[src/hdl/servo_status_poll_supervisor_macros.svh]
// Assertion macros shared by the servo status poll supervisor
`ifndef SERVO_STATUS_POLL_SUPERVISOR_MACROS_SVH
`define SERVO_STATUS_POLL_SUPERVISOR_MACROS_SVH

// same-cycle implication, checked on every rising edge outside reset
`define SSPV_ASSERT_NOW(label, clk, rst_n, ante, cons) \
    label: assert property (@(posedge clk) disable iff (!rst_n) (ante) |-> (cons)) \
        else $error("sspv same-cycle check failed");

// next-cycle implication
`define SSPV_ASSERT_NEXT(label, clk, rst_n, ante, cons) \
    label: assert property (@(posedge clk) disable iff (!rst_n) (ante) |=> (cons)) \
        else $error("sspv next-cycle check failed");

`endif

[src/hdl/sspv_pkg.sv]
// Types and constants of the servo status poll supervisor
package sspv_pkg;

    localparam int unsigned ItemDataW = 72;
    localparam int unsigned ResDataW  = 40;
    localparam int unsigned AddrW     = 5;

    typedef enum logic [2:0] {
        REG_LEFT_ID       = 3'd0,
        REG_RIGHT_ID      = 3'd1,
        REG_POLL_INTERVAL = 3'd2,
        REG_REPLY_TIMEOUT = 3'd3,
        REG_RESET_DELAY   = 3'd4,
        REG_MAX_ATTEMPTS  = 3'd5
    } reg_idx_t;

    localparam logic [7:0]  LeftIdReset       = 8'd3;
    localparam logic [7:0]  RightIdReset      = 8'd2;
    localparam logic [15:0] PollIntervalReset = 16'd250;
    localparam logic [15:0] ReplyTimeoutReset = 16'd100;
    localparam logic [15:0] ResetDelayReset   = 16'd2000;
    localparam logic [2:0]  MaxAttemptsReset  = 3'd3;

    localparam logic [7:0] StatusPktSize  = 8'd9;
    localparam logic [7:0] DetailMask     = 8'hFC;
    localparam logic [7:0] DetailFaultMsk = 8'h3C;
    localparam logic [7:0] DetailTorqueOn = 8'h40;
    localparam logic [7:0] ErrBlockMask   = 8'hE5;

    localparam logic [9:0] LeftPosUp    = 10'd497;
    localparam logic [9:0] LeftPosDown  = 10'd650;
    localparam logic [9:0] RightPosUp   = 10'd588;
    localparam logic [9:0] RightPosDown = 10'd436;
    localparam logic [7:0] PlayTimeUp   = 8'd25;
    localparam logic [7:0] PlayTimeDown = 8'd5;

    typedef struct packed {
        logic [7:0]  left_servo_id;
        logic [7:0]  right_servo_id;
        logic [15:0] poll_interval_ms;
        logic [15:0] reply_timeout_ms;
        logic [15:0] reset_delay_ms;
        logic [2:0]  max_reset_attempts;
    } cfg_t;

    typedef struct packed {
        logic        action;
        logic [31:0] now_ms;
        logic        pkt_ok;
        logic [7:0]  pkt_size;
        logic        pkt_is_stat;
        logic [7:0]  pkt_id;
        logic [7:0]  err_byte;
        logic [7:0]  detail_byte;
        logic        target_up;
    } item_t;

    typedef struct packed {
        logic       request_valid;
        logic [7:0] request_id;
        logic       reset_valid;
        logic       reset_servo;
        logic [9:0] reset_position;
        logic [7:0] reset_play_time;
        logic       reset_led_green;
        logic       timeout_flag;
        logic       health_changed;
        logic       comm_restored;
        logic       budget_exhausted;
        logic [2:0] reset_attempt_count;
    } res_t;

endpackage

[src/hdl/servo_status_poll_supervisor.sv]
// Top level of the servo status poll supervisor: stream ports, input and result registers
// Takes one transaction per clock when the result side keeps up: each item is held in an
// input register, the supervisor state is updated in one pass on its way to the result
// register, from which its result drives m_tdata. Every item,
// packet or tick, yields exactly one result transaction. The sustained rate of one item per
// cycle is set by the single-pass update of the poll, health and fault state.
module servo_status_poll_supervisor (
    input  logic                          clk,
    input  logic                          rst_n,
    input  logic                          s_tvalid,
    output logic                          s_tready,
    // now_ms[31:0], pkt_ok[32], pkt_size[40:33], pkt_is_stat[41], pkt_id[49:42],
    // err_byte[57:50], detail_byte[65:58], target_up[66], zero[71:67]
    input  logic [sspv_pkg::ItemDataW-1:0] s_tdata,
    // action[0]
    input  logic                          s_tuser,
    output logic                          m_tvalid,
    input  logic                          m_tready,
    // request_valid[0], request_id[8:1], reset_valid[9], reset_servo[10],
    // reset_position[20:11], reset_play_time[28:21], reset_led_green[29],
    // timeout_flag[30], health_changed[31], comm_restored[32], budget_exhausted[33],
    // reset_attempt_count[36:34], zero[39:37]
    output logic [sspv_pkg::ResDataW-1:0] m_tdata,
    input  logic                          psel,
    input  logic                          penable,
    input  logic                          pwrite,
    input  logic [sspv_pkg::AddrW-1:0]    paddr,
    input  logic [31:0]                   pwdata,
    output logic [31:0]                   prdata,
    output logic                          pready
);

    sspv_pkg::cfg_t  cfg;
    sspv_pkg::item_t item_reg;
    sspv_pkg::res_t  res;
    logic            in_valid_reg;
    logic            out_valid_reg;
    logic [sspv_pkg::ResDataW-1:0] out_data_reg;
    logic [sspv_pkg::ResDataW-1:0] res_packed;
    logic            advance;

    assign advance  = in_valid_reg && (!out_valid_reg || m_tready);
    assign s_tready = !in_valid_reg || advance;
    assign m_tvalid = out_valid_reg;
    assign m_tdata  = out_data_reg;

    assign res_packed = {3'd0, res.reset_attempt_count, res.budget_exhausted,
                         res.comm_restored, res.health_changed, res.timeout_flag,
                         res.reset_led_green, res.reset_play_time, res.reset_position,
                         res.reset_servo, res.reset_valid, res.request_id,
                         res.request_valid};

    sspv_cfg u_cfg (
        .clk     (clk),
        .rst_n   (rst_n),
        .psel    (psel),
        .penable (penable),
        .pwrite  (pwrite),
        .paddr   (paddr),
        .pwdata  (pwdata),
        .prdata  (prdata),
        .pready  (pready),
        .cfg     (cfg)
    );

    sspv_core u_core (
        .clk   (clk),
        .rst_n (rst_n),
        .fire  (advance),
        .item  (item_reg),
        .cfg   (cfg),
        .res   (res)
    );

    always_ff @(posedge clk or negedge rst_n)
    begin
        if (!rst_n)
        begin
            in_valid_reg <= 1'b0;
        end
        else if (s_tready)
        begin
            in_valid_reg <= s_tvalid;
        end
    end

    always_ff @(posedge clk)
    begin
        if (s_tvalid && s_tready)
        begin
            item_reg.action      <= s_tuser;
            item_reg.now_ms      <= s_tdata[31:0];
            item_reg.pkt_ok      <= s_tdata[32];
            item_reg.pkt_size    <= s_tdata[40:33];
            item_reg.pkt_is_stat <= s_tdata[41];
            item_reg.pkt_id      <= s_tdata[49:42];
            item_reg.err_byte    <= s_tdata[57:50];
            item_reg.detail_byte <= s_tdata[65:58];
            item_reg.target_up   <= s_tdata[66];
        end
    end

    always_ff @(posedge clk or negedge rst_n)
    begin
        if (!rst_n)
        begin
            out_valid_reg <= 1'b0;
        end
        else if (advance)
        begin
            out_valid_reg <= 1'b1;
        end
        else if (m_tready)
        begin
            out_valid_reg <= 1'b0;
        end
    end

    always_ff @(posedge clk)
    begin
        if (advance)
        begin
            out_data_reg <= res_packed;
        end
    end

endmodule

[src/hdl/sspv_cfg.sv]
// APB configuration registers of the servo status poll supervisor
module sspv_cfg (
    input  logic                       clk,
    input  logic                       rst_n,
    input  logic                       psel,
    input  logic                       penable,
    input  logic                       pwrite,
    input  logic [sspv_pkg::AddrW-1:0] paddr,
    input  logic [31:0]                pwdata,
    output logic [31:0]                prdata,
    output logic                       pready,
    output sspv_pkg::cfg_t             cfg
);

    sspv_pkg::cfg_t     cfg_reg;
    sspv_pkg::reg_idx_t idx;
    logic               wr_en;

    assign pready = 1'b1;
    assign wr_en  = psel && penable && pwrite;
    assign idx    = sspv_pkg::reg_idx_t'(paddr[4:2]);
    assign cfg    = cfg_reg;

    always_ff @(posedge clk or negedge rst_n)
    begin
        if (!rst_n)
        begin
            cfg_reg.left_servo_id      <= sspv_pkg::LeftIdReset;
            cfg_reg.right_servo_id     <= sspv_pkg::RightIdReset;
            cfg_reg.poll_interval_ms   <= sspv_pkg::PollIntervalReset;
            cfg_reg.reply_timeout_ms   <= sspv_pkg::ReplyTimeoutReset;
            cfg_reg.reset_delay_ms     <= sspv_pkg::ResetDelayReset;
            cfg_reg.max_reset_attempts <= sspv_pkg::MaxAttemptsReset;
        end
        else if (wr_en)
        begin
            case (idx)
                sspv_pkg::REG_LEFT_ID:       cfg_reg.left_servo_id      <= pwdata[7:0];
                sspv_pkg::REG_RIGHT_ID:      cfg_reg.right_servo_id     <= pwdata[7:0];
                sspv_pkg::REG_POLL_INTERVAL: cfg_reg.poll_interval_ms   <= pwdata[15:0];
                sspv_pkg::REG_REPLY_TIMEOUT: cfg_reg.reply_timeout_ms   <= pwdata[15:0];
                sspv_pkg::REG_RESET_DELAY:   cfg_reg.reset_delay_ms     <= pwdata[15:0];
                sspv_pkg::REG_MAX_ATTEMPTS:  cfg_reg.max_reset_attempts <= pwdata[2:0];
                default:
                begin
                end
            endcase
        end
    end

    always_comb
    begin
        case (idx)
            sspv_pkg::REG_LEFT_ID:       prdata = {24'd0, cfg_reg.left_servo_id};
            sspv_pkg::REG_RIGHT_ID:      prdata = {24'd0, cfg_reg.right_servo_id};
            sspv_pkg::REG_POLL_INTERVAL: prdata = {16'd0, cfg_reg.poll_interval_ms};
            sspv_pkg::REG_REPLY_TIMEOUT: prdata = {16'd0, cfg_reg.reply_timeout_ms};
            sspv_pkg::REG_RESET_DELAY:   prdata = {16'd0, cfg_reg.reset_delay_ms};
            sspv_pkg::REG_MAX_ATTEMPTS:  prdata = {29'd0, cfg_reg.max_reset_attempts};
            default:                     prdata = 32'd0;
        endcase
    end

endmodule

[src/hdl/sspv_core.sv]
// Poll, health, fault and reset-budget state with its single-pass update
`include "servo_status_poll_supervisor_macros.svh"

module sspv_core (
    input  logic            clk,
    input  logic            rst_n,
    input  logic            fire,
    input  sspv_pkg::item_t item,
    input  sspv_pkg::cfg_t  cfg,
    output sspv_pkg::res_t  res
);

    logic        poll_pending_reg, poll_pending_next;
    logic        poll_index_reg, poll_index_next;
    logic [31:0] last_request_time_reg, last_request_time_next;
    logic [1:0]  health_seen_reg, health_seen_next;
    logic [1:0]  health_responding_reg, health_responding_next;
    logic [7:0]  health_error_reg [2];
    logic [7:0]  health_error_next [2];
    logic [7:0]  health_detail_reg [2];
    logic [7:0]  health_detail_next [2];
    logic [1:0]  fault_waiting_reg, fault_waiting_next;
    logic [31:0] fault_start_time_reg [2];
    logic [31:0] fault_start_time_next [2];
    logic [2:0]  attempts_used_reg [2];
    logic [2:0]  attempts_used_next [2];

    logic        k;
    logic [7:0]  polled_id;
    logic        reply_match;
    logic [7:0]  det;
    logic        need;
    logic        allowed;
    logic [31:0] since_request;
    logic [31:0] since_fault;
    logic [2:0]  attempts_inc;
    logic        pending_mid;
    logic        index_mid;

    assign k             = poll_index_reg;
    assign polled_id     = poll_index_reg ? cfg.right_servo_id : cfg.left_servo_id;
    assign reply_match   = poll_pending_reg && item.pkt_ok
                           && (item.pkt_size == sspv_pkg::StatusPktSize)
                           && item.pkt_is_stat && (item.pkt_id == polled_id);
    assign det           = item.detail_byte & sspv_pkg::DetailMask;
    assign need          = (item.err_byte != 8'd0)
                           || ((det & sspv_pkg::DetailFaultMsk) != 8'd0)
                           || ((det & sspv_pkg::DetailTorqueOn) == 8'd0);
    assign allowed       = (item.err_byte & sspv_pkg::ErrBlockMask) == 8'd0;
    assign since_request = item.now_ms - last_request_time_reg;
    assign since_fault   = item.now_ms - fault_start_time_reg[k];
    assign attempts_inc  = attempts_used_reg[k] + 3'd1;

    always_comb
    begin
        poll_pending_next      = poll_pending_reg;
        poll_index_next        = poll_index_reg;
        last_request_time_next = last_request_time_reg;
        health_seen_next       = health_seen_reg;
        health_responding_next = health_responding_reg;
        health_error_next      = health_error_reg;
        health_detail_next     = health_detail_reg;
        fault_waiting_next     = fault_waiting_reg;
        fault_start_time_next  = fault_start_time_reg;
        attempts_used_next     = attempts_used_reg;
        pending_mid            = poll_pending_reg;
        index_mid              = poll_index_reg;
        res                    = '0;

        if (!item.action)
        begin
            if (reply_match)
            begin
                res.health_changed = !health_seen_reg[k] || !health_responding_reg[k]
                                     || (health_error_reg[k] != item.err_byte)
                                     || (health_detail_reg[k] != det);
                res.comm_restored  = health_seen_reg[k] && !health_responding_reg[k];
                health_seen_next[k]       = 1'b1;
                health_responding_next[k] = 1'b1;
                health_error_next[k]      = item.err_byte;
                health_detail_next[k]     = det;

                if (!need || !allowed)
                begin
                    fault_waiting_next[k] = 1'b0;
                end
                else if (!fault_waiting_reg[k])
                begin
                    fault_waiting_next[k]    = 1'b1;
                    fault_start_time_next[k] = item.now_ms;
                end
                else if ((attempts_used_reg[k] < cfg.max_reset_attempts)
                         && (since_fault >= {16'd0, cfg.reset_delay_ms}))
                begin
                    attempts_used_next[k]    = attempts_inc;
                    fault_start_time_next[k] = item.now_ms;
                    res.reset_valid          = 1'b1;
                    res.reset_servo          = k;
                    if (!k)
                    begin
                        res.reset_position = item.target_up ? sspv_pkg::LeftPosUp
                                                            : sspv_pkg::LeftPosDown;
                    end
                    else
                    begin
                        res.reset_position = item.target_up ? sspv_pkg::RightPosUp
                                                            : sspv_pkg::RightPosDown;
                    end
                    res.reset_play_time     = item.target_up ? sspv_pkg::PlayTimeUp
                                                             : sspv_pkg::PlayTimeDown;
                    res.reset_led_green     = item.target_up;
                    res.budget_exhausted    = attempts_inc == cfg.max_reset_attempts;
                    res.reset_attempt_count = attempts_inc;
                end

                poll_pending_next = 1'b0;
                poll_index_next   = !k;
            end
        end
        else
        begin
            if (poll_pending_reg && (since_request >= {16'd0, cfg.reply_timeout_ms}))
            begin
                health_seen_next[k]       = 1'b1;
                health_responding_next[k] = 1'b0;
                fault_waiting_next[k]     = 1'b0;
                pending_mid               = 1'b0;
                index_mid                 = !k;
                res.timeout_flag          = 1'b1;
            end
            poll_pending_next = pending_mid;
            poll_index_next   = index_mid;
            if (!pending_mid && (since_request >= {16'd0, cfg.poll_interval_ms}))
            begin
                res.request_valid      = 1'b1;
                res.request_id         = index_mid ? cfg.right_servo_id : cfg.left_servo_id;
                last_request_time_next = item.now_ms;
                poll_pending_next      = 1'b1;
            end
        end
    end

    always_ff @(posedge clk or negedge rst_n)
    begin
        if (!rst_n)
        begin
            poll_pending_reg      <= 1'b0;
            poll_index_reg        <= 1'b0;
            last_request_time_reg <= 32'd0;
            health_seen_reg       <= 2'b00;
            health_responding_reg <= 2'b00;
            health_error_reg      <= '{8'd0, 8'd0};
            health_detail_reg     <= '{8'd0, 8'd0};
            fault_waiting_reg     <= 2'b00;
            fault_start_time_reg  <= '{32'd0, 32'd0};
            attempts_used_reg     <= '{3'd0, 3'd0};
        end
        else if (fire)
        begin
            poll_pending_reg      <= poll_pending_next;
            poll_index_reg        <= poll_index_next;
            last_request_time_reg <= last_request_time_next;
            health_seen_reg       <= health_seen_next;
            health_responding_reg <= health_responding_next;
            health_error_reg      <= health_error_next;
            health_detail_reg     <= health_detail_next;
            fault_waiting_reg     <= fault_waiting_next;
            fault_start_time_reg  <= fault_start_time_next;
            attempts_used_reg     <= attempts_used_next;
        end
    end

    `SSPV_ASSERT_NEXT(a_request_arms_poll, clk, rst_n, fire && res.request_valid, poll_pending_reg)
    `SSPV_ASSERT_NOW(a_reset_counts_attempt, clk, rst_n, res.reset_valid, res.reset_attempt_count != 3'd0)
    `SSPV_ASSERT_NOW(a_timeout_not_reply, clk, rst_n, res.timeout_flag, !res.health_changed && !res.reset_valid)

endmodule

[config.mk]
export PLATFORM = sky130hd
export DESIGN_NAME = servo_status_poll_supervisor
export DESIGN_NICKNAME = d
export VERILOG_FILES = /design/src/hdl/sspv_pkg.sv /design/src/hdl/servo_status_poll_supervisor.sv /design/src/hdl/sspv_cfg.sv /design/src/hdl/sspv_core.sv
export VERILOG_INCLUDE_DIRS = /design/src /design/src/hdl
export SDC_FILE = /design/constraint.sdc
export NUM_CORES = 1
export LEC_CHECK = 0
export BUFFER_PORTS_ARGS = -buffer_cell sky130_fd_sc_hd__buf_4
export CAP_MARGIN = 20
export CELL_PAD_IN_SITES_DETAIL_PLACEMENT = 1
export CELL_PAD_IN_SITES_GLOBAL_PLACEMENT = 1
export CORE_MARGIN = 1.5
export CORE_UTILIZATION = 42
export CTS_CLUSTER_DIAMETER = 150
export DETAILED_ROUTE_END_ITERATION = 10
export GPL_TIMING_DRIVEN = 0
export PLACE_DENSITY = 0.83
export REMOVE_ABC_BUFFERS = 1
export SYNTH_ARGS = -nofsm -noshare
export SYNTH_HDL_FRONTEND = slang
export SYNTH_SLANG_ARGS = --single-unit
[constraint.sdc]
create_clock -name clk -period 7.52 [get_ports clk]
set_input_delay 1.504 -clock clk [delete_from_list [all_inputs] [get_ports clk]]
set_output_delay 1.504 -clock clk [all_outputs]
set_load 0.05 [all_outputs]
Word level (Yosys, flattened, before mapping):

Cells that the tools add are included.

* register bits: 316
* logic and storage cells: 190
* bits of input ports: 117

* order comparisons: 8
* bitwise logic cells: 12
* add/sub/neg operators: 3
* equal/unequal tests: 13
* reductions and logical operators: 54
* mux-type cells: 64

Operators by type and width (count)
* 32-bit 2-to-1 mux: 4
* 64-bit 2-to-1 mux: 2
* 32-bit by 16-bit greater-or-equal comparator with 1-bit output: 3
* 16-bit one-hot mux with 6 select lines: 1
* 8-bit 2-to-1 mux: 9
* 64-bit bitwise mux: 1
* 32-bit subtractor: 2
* 16-bit bitwise mux: 2
* 32-bit demux with 1-bit select: 1
* 10-bit 2-to-1 mux: 3
* 2-bit 2-to-1 mux: 11
* 21-bit 2-to-1 mux: 1
* 1-bit 2-to-1 mux: 19
* 8-bit logical NOT: 2
* 8-bit != test: 2
* 2-bit AND reduction: 8
* 8-bit nonzero test: 2
* 1-bit logical AND: 14
* 3-bit 2-to-1 mux: 4
* 9-bit 2-to-1 mux: 1
* 3-bit AND reduction: 3
* 8-bit demux with 1-bit select: 1
* 8-bit by 4-bit equality test with 1-bit output, second input constant: 1
* 8-bit equality test: 1
* other kinds (32): 56

Depth between registers and ports, before layout:

Gate-level depths: netlist (run 1).

* depth after elaboration: 9
* depth in mapped cells: 27
* depth with buffers taken out: 21

Hierarchy:

A second synthesis (run 1) with hierarchy kept.

* cell total of the unflattened synthesis: 2074
* area total of the unflattened synthesis: 21147.8 µm²

Modules (own cells, without submodules)
* sspv_core: area an instance 14460.1 µm², instances 1, cells each 1724, sequential area each 3453.3 µm²
* sspv_cfg: area an instance 3404.5 µm², instances 1, cells each 233, sequential area each 1701.6 µm²
* servo_status_poll_supervisor: area an instance 3283.1 µm², instances 1, cells each 117, sequential area each 3203.1 µm²

Least setup slack after synthesis (run 1):

No wires, ideal clock.

* path type: register to register
* from: register u_core.poll_index_reg (netlist: u_core.k)
* to: register out_data_reg, in the netlist m_tdata[13], data pin
* cell stages (with the launch flop): 28
* data arrival time: 7.028 ns
* setup time: 0.259 ns
* clock period less this slack: 7.287 ns
* path slack: 0.233 ns
* cells stage by stage: dfrtp_1 -> buf_2 -> buf_1 -> clkbuf_1 -> clkbuf_1 -> clkbuf_1 -> mux2i_1 -> ha_1 -> clkbuf_1 -> nand2_1 -> a2111oi_0 -> nor2_1 -> nand2_1 -> a21oi_1 -> xnor2_1 -> ha_1 -> a21oi_1 -> nor2b_1 -> o21ai_0 -> or4b_1 -> a311o_1 -> or4_1 -> or4_4 -> or4_1 -> buf_2 -> nand3_1 -> buf_2 -> nor2_1

* word-level cells in the longest chain between the ends: 9
* elaborated cells on any way between the ends: 21
* those cells by class: add/sub: 1; order compare: 2; eq/ne: 1; mux: 10; bitwise: 4; reduce/logical: 3

RTL lines
* start, declared: line sspv_core.sv:14 `logic poll_index_reg, poll_index_next;`
* start signal, assigned: line sspv_core.sv:161 `poll_index_reg <= poll_index_next;`
* 1-bit inverter with 2-bit output (not written as such): line sspv_core.sv:51, sspv_core.sv:92
* 32-bit 2-to-1 mux (not written as such) (3 in series): line sspv_core.sv:51 `assign since_fault = item.now_ms - fault_start_time_reg[k];`
* 32-bit subtractor: line sspv_core.sv:51
* 32-bit by 16-bit greater-or-equal comparator with 1-bit output: line sspv_core.sv:93 `&& (since_fault >= {16'd0, cfg.reset_delay_ms}))`
* 1-bit logical AND: line sspv_core.sv:93
* 1-bit inverter (no line)
* 5-bit OR reduction (no line)
* end signal, assigned: line servo_status_poll_supervisor.sv:123 `out_data_reg <= res_packed;`
* end, declared: line servo_status_poll_supervisor.sv:38 `logic [sspv_pkg::ResDataW-1:0] out_data_reg;`

Parallel ways exist; a longest one is shown, timed or not. The select of a mux whose other input is x is not followed.
A chain may end at the register's enable or synchronous reset.

Final worst setup path (run 1):

* from: register u_core.poll_index_reg (netlist: u_core.k)
* to: register u_core.fault_start_time_reg[2] (netlist name)

* word-level cells in the longest chain between the ends: 9
* elaborated cells on any way between the ends: 26
* those cells by class: add/sub: 1; order compare: 4; eq/ne: 2; mux: 14; bitwise: 1; reduce/logical: 4

RTL lines
* 1-bit inverter with 2-bit output (not written as such)
* 32-bit 2-to-1 mux (not written as such) (3 in series): line sspv_core.sv:51
* 32-bit subtractor: line sspv_core.sv:51
* 32-bit by 16-bit greater-or-equal comparator with 1-bit output: line sspv_core.sv:93
* 1-bit logical AND: line sspv_core.sv:93
* 2-bit != test (no line)
* 5-bit AND reduction (no line)
* end signal, assigned: line sspv_core.sv:155 `fault_start_time_reg <= '{32'd0, 32'd0};`
* end signal, assigned: line sspv_core.sv:168 `fault_start_time_reg <= fault_start_time_next;`
* end, declared: line sspv_core.sv:23 `logic [31:0] fault_start_time_reg [2];`

Parallel ways exist; a longest one is shown, timed or not. The select of a mux whose other input is x is not followed.

==> impl_metrics.json, run 1 <==
{
  "outcome": "complete, no violations",
  "initial_core_util_pct": 42.5,
  "period_minus_slack_ns": 7.27,
  "largest_reg_flops": 67,
  "cp_cell_sequence": "buf_16, mux2_2, ha_1, fa_1, nor2b_1, o21ba_2, o211ai_1, and2_1, nor2_1, nor2_1, xnor2_1, ha_1, nor2b_1, o21ai_0, or4b_1, a311o_1, or4_1, or4_4, o41ai_4, buf_8, buf_8, nand3b_1, o21ai_1",
  "gp_congestion": 0.871,
  "drc": 0,
  "area_growth_pct": 16.7,
  "fmaxAchievable_mhz": 138,
  "post_synth_num_cell_types": 73,
  "p_per_area_mw_per_mm2": 276,
  "die_w_um": 211,
  "slew_viol_final": 0,
  "synth_flop_cell": "dfrtp_1",
  "clock_latency_ns": 0.57,
  "synthTopCellsByArea": "dfrtp_1 26%, edfxtp_1 15%, ha_1 8.0%",
  "rsz0062_at_grt": "no",
  "cts.htree.levels": 2,
  "power_w": 0.00587,
  "yosysMostFrequentCell": "nand2_1",
  "ys_ff_latch": 299,
  "grt_start_max_net_pins": 120,
  "cp.required_ns": 8.00,
  "grt_pass1_wl_um": 90000,
  "timing.critical_path.slowest_stage_cell": "dfrtp_4",
  "grt_overflow_total": 0,
  "p_leak_nw": 9.18,
  "switchingPower_w": 0.00218,
  "cts_tree": "built",
  "irDropWorstVdd_uv": 149,
  "fin_worst_skew_ns": 0.0188,
  "core-area_sq_mm": 0.0430,
  "layout.nets": 2202,
  "synth.top_cell.area_share_pct": 25.6,
  "dpl_cell_area_sq_mm": 0.0199,
  "fill_cells": 4850,
  "slew_headroom_pct": 26.7,
  "drv_cap": 0,
  "synth_area_leader_cell": "dfrtp_1",
  "clock_path_buffers": 3,
  "clk_pin_slew_worst_paths_ns": 0.06,
  "cts_inserted_buffers": 36,
  "wirelength_um": 58500,
  "intPower_w": 0.00369,
  "cts_sinks": 299,
  "pwr-share-comb_pct": 35.0,
  "postLayoutCellArea_sq_mm": 0.0213,
  "drtAntennaViolNets": 0,
  "critPathLaunchType": "flip-flop",
  "pin_count": 192,
  "rows": 76,
  "dpl.hpwl_um": 41300,
  "dr.pass1.iters": 5,
  "syn-cell-area_sq_mm": 0.0183,
  "setup_viol": 0,
  "synth_warnings": 0,
  "p_seq_share_pct": 36.2,
  "synthCells": 1844,
  "drt_iter0_drc": 805,
  "critPathCaptureType": "flip-flop",
  "cp_max_fo": 33,
  "drive_above_1_share_pct": 18.1,
  "port_buffers": 142,
  "synth_edf_count": 92,
  "synth.avg_cell_area_sq_um": 9.90,
  "vias": 15000,
  "grt_pass1_vias": 16100,
  "arrival_ns": 7.75,
  "hp-class": "flip-flop to flip-flop",
  "holdWs_ns": 0.504,
  "die-area_sq_mm": 0.0447,
  "synth_common_cells": "210 x nand2_1, 187 x dfrtp_1, 117 x ha_1, 114 x o21ai_0, 104 x inv_1",
  "antenna_found_initial": 0,
  "max_stage_delay_ns": 0.74,
  "min_period_over_period_pct": 96.7,
  "fp.dieH_um": 211,
  "hold_viol": 0,
  "wl_per_cell_um": 22.7,
  "power_switching_share_pct": 37.1,
  "async_flop_share_pct": 69.2,
  "cts_root_buf": "clkbuf_16",
  "groute.usage.overall_pct": 26.0,
  "via_per_inst": 5.83,
  "holdBufCountCts": 0,
  "seq_area_frac_synth_pct": 43.7,
  "tightest_slew_ns": 1.10,
  "clock_power_share_pct": 28.9,
  "crit_type": "flip-flop to flip-flop",
  "diodes": 0
}
[worst max-delay path: cells and delay by family, from the launching register on]
family                     cells  cell delay (ns)
AOI/OAI and AO/OA              6             1.73
buffers and inverters          3             0.72
adders and majority gates      3             0.96
and+or+nand+nor                9             2.46
DFF                            1             0.74
muxes                          1             0.37
xor gates and xnor gates       1             0.17
[through the flow]
step                      cells  worst slack [ns]  util [%]  setup TNS (ns)
after floorplan            1753            -0.597         -          -41.33
after global placement     2480             -3.67      45.5         -277.11
after detailed placement   2496            -0.569      46.4          -33.51
after CTS                  2574            0.0360      49.4               0
after global routing       2579           0.00552      49.6               0
final                      2579             0.249      49.6               0
[cell families (layout without fill, tap and decap cells)]
kind of cell,Yosys count,in the layout,share of synthesized area [%]
buffers and inverters,217,343,5.28
muxes,167,167,9.74
other,2,24,0.0411
adders and majority gates,119,119,8.24
DFF,299,299,43.7
and+or+nand+nor,524,524,14.5
AOI/OAI and AO/OA,448,450,15.2
xor gates and xnor gates,68,68,3.30
[layout make-up]
class	count	area [sq um]	share of cell area, %
well taps	585	732	3.44
multi-input cells	1352	9530	44.7
clock inverters	16	123	0.576
repair buffers	173	1560	7.30
flip-flops and latches	299	7970	37.4
inverters	104	390	1.83
clock buffers	50	1000	4.72
[metal layers]
layer  wire length (um)  vias to the layer above  global-route usage, %
met5                  0                        -                      0
met2              29200                      411                   45.3
li1                   -                     6849                      -
met1              24500                     7660                   32.5
met4               1950                        0                   9.48
met3               2780                      119                   4.06
[cell usage in the layout, fill, tap and decap left out, types with 8 or more instances in the layout]
master     count
or3_1         12
dfstp_2       20
mux2_2        85
o21ai_1       63
and3_1         9
o211ai_1      16
nand4_1       30
o22ai_1       11
ha_1         117
clkbuf_1      10
o21ai_0      114
o21a_1        14
a31oi_1       12
conb_1        24
and2_1         9
a211oi_1      10
edfxtp_1      92
a21o_1        21
xor2_1        26
nor2b_1       18
inv_1        104
clkbuf_16     37
nand3b_1      68
o21bai_1      10
a22oi_1       14
xnor2_1       41
nor3_1        12
mux2i_1       82
a21oi_1       98
dfrtp_1      186
nor4_1         8
nor2_1        79
nand3_1       15
buf_4        150
nand2_1      210
nand2b_1      17
[worst paths after layout]
kind,from,to,slack (ns),cells past startpoint
max in group asynchronous,rst_n,u_core.k$_DFFE_PN0P_,5.43,2
worst min-delay path,u_core.last_request_time_reg[13]$_DFFE_PN0P_,u_core.last_request_time_reg[13]$_DFFE_PN0P_,0.50,1
min in group asynchronous,rst_n,u_core.fault_start_time_reg[58]$_DFFE_PN0P_,0.94,1
worst max-delay path,u_core.k$_DFFE_PN0P_,u_core.fault_start_time_reg[2]$_DFFE_PN0P_,0.25,23
worst max register to register,u_core.k$_DFFE_PN0P_,u_core.fault_start_time_reg[2]$_DFFE_PN0P_,0.25,23
worst min register to register,u_core.last_request_time_reg[13]$_DFFE_PN0P_,u_core.last_request_time_reg[13]$_DFFE_PN0P_,0.50,1
[power groups by stage]
| stage | clock (W) | sequential, W | combinational, W |
|---|---|---|---|
| floorplan | 0 | 0.00217 | 0.00133 |
| global placement | 0 | 0.00219 | 0.00183 |
| detailed placement | 0 | 0.00216 | 0.00195 |
| CTS | 0.00173 | 0.00212 | 0.00203 |
| global route | 0.00179 | 0.00215 | 0.00224 |
| finish | 0.00169 | 0.00212 | 0.00205 |
[timing repair]
item	CTS	global route
pin swaps	5	1
buffers inserted	10	1
cloned	2	0
gates resized for setup	3	2
setup endpoints to repair	82	82
Note: power is estimated with default switching activity, not from simulation.
==> inputs of run 2 (changes only) <==
--- a/config.mk
+++ b/config.mk
@@ -11,11 +11,13 @@
 export CELL_PAD_IN_SITES_DETAIL_PLACEMENT = 1
 export CELL_PAD_IN_SITES_GLOBAL_PLACEMENT = 1
 export CORE_MARGIN = 1.5
-export CORE_UTILIZATION = 42
+export CORE_UTILIZATION = 43
+export CTS_BUF_LIST = sky130_fd_sc_hd__clkbuf_2
 export CTS_CLUSTER_DIAMETER = 150
 export DETAILED_ROUTE_END_ITERATION = 10
+export GPL_ROUTABILITY_DRIVEN = 0
 export GPL_TIMING_DRIVEN = 0
-export PLACE_DENSITY = 0.83
+export PLACE_DENSITY = 0.84
 export REMOVE_ABC_BUFFERS = 1
 export SYNTH_ARGS = -nofsm -noshare
 export SYNTH_HDL_FRONTEND = slang
==> run 2 against run 1 <==
Clock power shrank 25%. Non-clock buffer count shrank 4. Core utilization grew 0.24 points. Register-to-register slack gained 0.02 ns. Setup slack gained 0.024 ns.
==> impl_metrics.json, run 2 (synthesized netlist as in run 1, its figures left out) <==
{
  "outcome": "complete, no violations",
  "tightest_slew_ns": 1.17,
  "clock_latency_ns": 1.05,
  "drv_cap": 0,
  "clk_pin_slew_worst_paths_ns": 0.10,
  "vias": 15200,
  "min_period_over_period_pct": 96.4,
  "cts_tree": "built",
  "grt_overflow_total": 0,
  "critPathCapture": "u_core.fault_start_time_reg[59]$_DFFE_PN0P_",
  "reg2reg_slack_ns": 0.27,
  "hp-class": "flip-flop to flip-flop",
  "hold_viol": 0,
  "dpl.hpwl_um": 40800,
  "fin_tns_setup_ns": 0,
  "via_per_inst": 5.81,
  "slew_viol_final": 0,
  "slew_headroom_pct": 21.1,
  "area_growth_pct": 14.5,
  "p_leak_nw": 9.21,
  "largest_reg_flops": 67,
  "grt_start_max_net_pins": 108,
  "holdPathStages": 1,
  "rows": 75,
  "cts_sinks": 299,
  "cp_max_fo": 32,
  "wirelength_um": 55900,
  "startpoint": "u_core.k$_DFFE_PN0P_",
  "dr.pass1.iters": 5,
  "cts_inserted_buffers": 81,
  "initial_core_util_pct": 43.5,
  "grt_pass1_wl_um": 88400,
  "wl_per_cell_um": 21.4,
  "die_w_um": 209,
  "period_minus_slack_ns": 7.25,
  "postLayoutCellArea_sq_mm": 0.0209,
  "drtAntennaViolNets": 0,
  "final_common_cell": "nand2_1",
  "core-area_sq_mm": 0.0419,
  "grt_pass1_vias": 16500,
  "pin_count": 192,
  "die-area_sq_mm": 0.0437,
  "power_w": 0.00541,
  "cts_root_buf": "clkbuf_2",
  "r2r.worst_path.cells": 21,
  "fmaxAchievable_mhz": 138,
  "layout.nets": 2243,
  "groute.usage.overall_pct": 25.6,
  "arrival_ns": 8.16,
  "critPathLaunchType": "flip-flop",
  "timing.final.ws_setup_ns": 0.273,
  "drt_iter0_drc": 956,
  "clock_path_buffers": 3,
  "dp_slack_ns": -0.170,
  "antenna_found_initial": 2,
  "irDropWorstVdd_uv": 113,
  "rsz0062_at_grt": "no",
  "holdBufCountCts": 0,
  "drive_above_1_share_pct": 21.2,
  "setup_viol": 0,
  "drc": 0,
  "holdWs_ns": 0.482,
  "crit_type": "flip-flop to flip-flop",
  "critPathCaptureType": "flip-flop",
  "rr_endpoint": "u_core.fault_start_time_reg[59]$_DFFE_PN0P_",
  "cts.htree.levels": 3,
  "cp.required_ns": 8.43,
  "p_per_area_mw_per_mm2": 259,
  "fp.dieH_um": 209,
  "port_buffers": 142,
  "fin_worst_skew_ns": 0.112,
  "mostFrequentLayoutCells": "210 x nand2_1, 186 x dfrtp_1, 143 x buf_4",
  "r2r-start": "u_core.k$_DFFE_PN0P_",
  "dpl_cell_area_sq_mm": 0.0199
}
run 2: cell types whose count changed in the layout (fill, tap and decap cells not counted), sizes merged:
cell / change
diode: +1
clkbuf: +77
inv: +1
buf: -4
clkinv: +6
bufinv: +2
run 2: report_power, final:
group | switching [W] | internal (W)
sequential | 0.000165 | 0.00192
combinational | 0.00124 | 0.000817
clock | 0.000744 | 0.000526
run 2: timing repair:
action,in CTS,in global routing
pin swaps,2,2
setup buffers,0,4
endpoints found under the hold margin,0,0
setup endpoints to repair,64,80
resized for setup,0,4
cloned,2,0
run 2: metal layers:
| metal | GRT usage [%] | vias up | wire [um] |
|---|---|---|---|
| met4 | 11.2 | 2 | 1890 |
| met5 | 0 | - | 13 |
| met1 | 31.5 | 7682 | 23700 |
| met3 | 4.03 | 119 | 2490 |
| met2 | 44.2 | 435 | 27800 |
| li1 | - | 6972 | - |
run 2: critical path: stages, from the launching register on:
cell	delay, ns
dfrtp_4	0.49
buf_16	0.26
mux2_2	0.38
ha_1	0.21
nand3b_1	0.22
a2111oi_1	0.63
nor2_1	0.16
nand2_1	0.18
a21oi_1	0.13
xnor2_1	0.16
ha_1	0.30
a21oi_1	0.18
nor2b_1	0.07
o21ai_0	0.19
or4b_1	0.51
a311o_1	0.37
or4_1	0.48
or4_4	0.60
or4_1	0.82
a21boi_4	0.48
buf_6	0.23
o21ai_1	0.09
run 2: layout make-up:
type	instances	area, sq um
multi-input combinational	1352	9520
antenna	1	2.50
tap	539	674
clock inverter	25	173
timing repair buffer	169	1520
fill	4772	21100
clock buffer	127	636
sequential	299	7970
inverter	104	390
run 2: worst min-delay path by stage:
stage                                                  startpoint                                      end  slack (ns)
after floorplan             u_core.health_seen_reg[0]$_DFFE_PN0P_    u_core.health_seen_reg[0]$_DFFE_PN0P_        0.44
after global placement      u_core.health_seen_reg[0]$_DFFE_PN0P_    u_core.health_seen_reg[0]$_DFFE_PN0P_        0.45
after detailed placement  u_core.attempts_used_reg[3]$_DFFE_PN0P_  u_core.attempts_used_reg[3]$_DFFE_PN0P_        0.47
after CTS                 u_core.attempts_used_reg[3]$_DFFE_PN0P_  u_core.attempts_used_reg[3]$_DFFE_PN0P_        0.48
after global routing      u_core.attempts_used_reg[2]$_DFFE_PN0P_  u_core.attempts_used_reg[2]$_DFFE_PN0P_        0.50
final                     u_core.attempts_used_reg[3]$_DFFE_PN0P_  u_core.attempts_used_reg[3]$_DFFE_PN0P_        0.48
run 2: metrics by stage:
stage | cells | util (%)
2_1_floorplan | 1753 | -
6_report | 2616 | 49.8
3_5_place_dp | 2454 | 47.5
5_1_grt | 2616 | 49.8
4_1_cts | 2608 | 49.5
3_3_place_gp | 2434 | 46.5
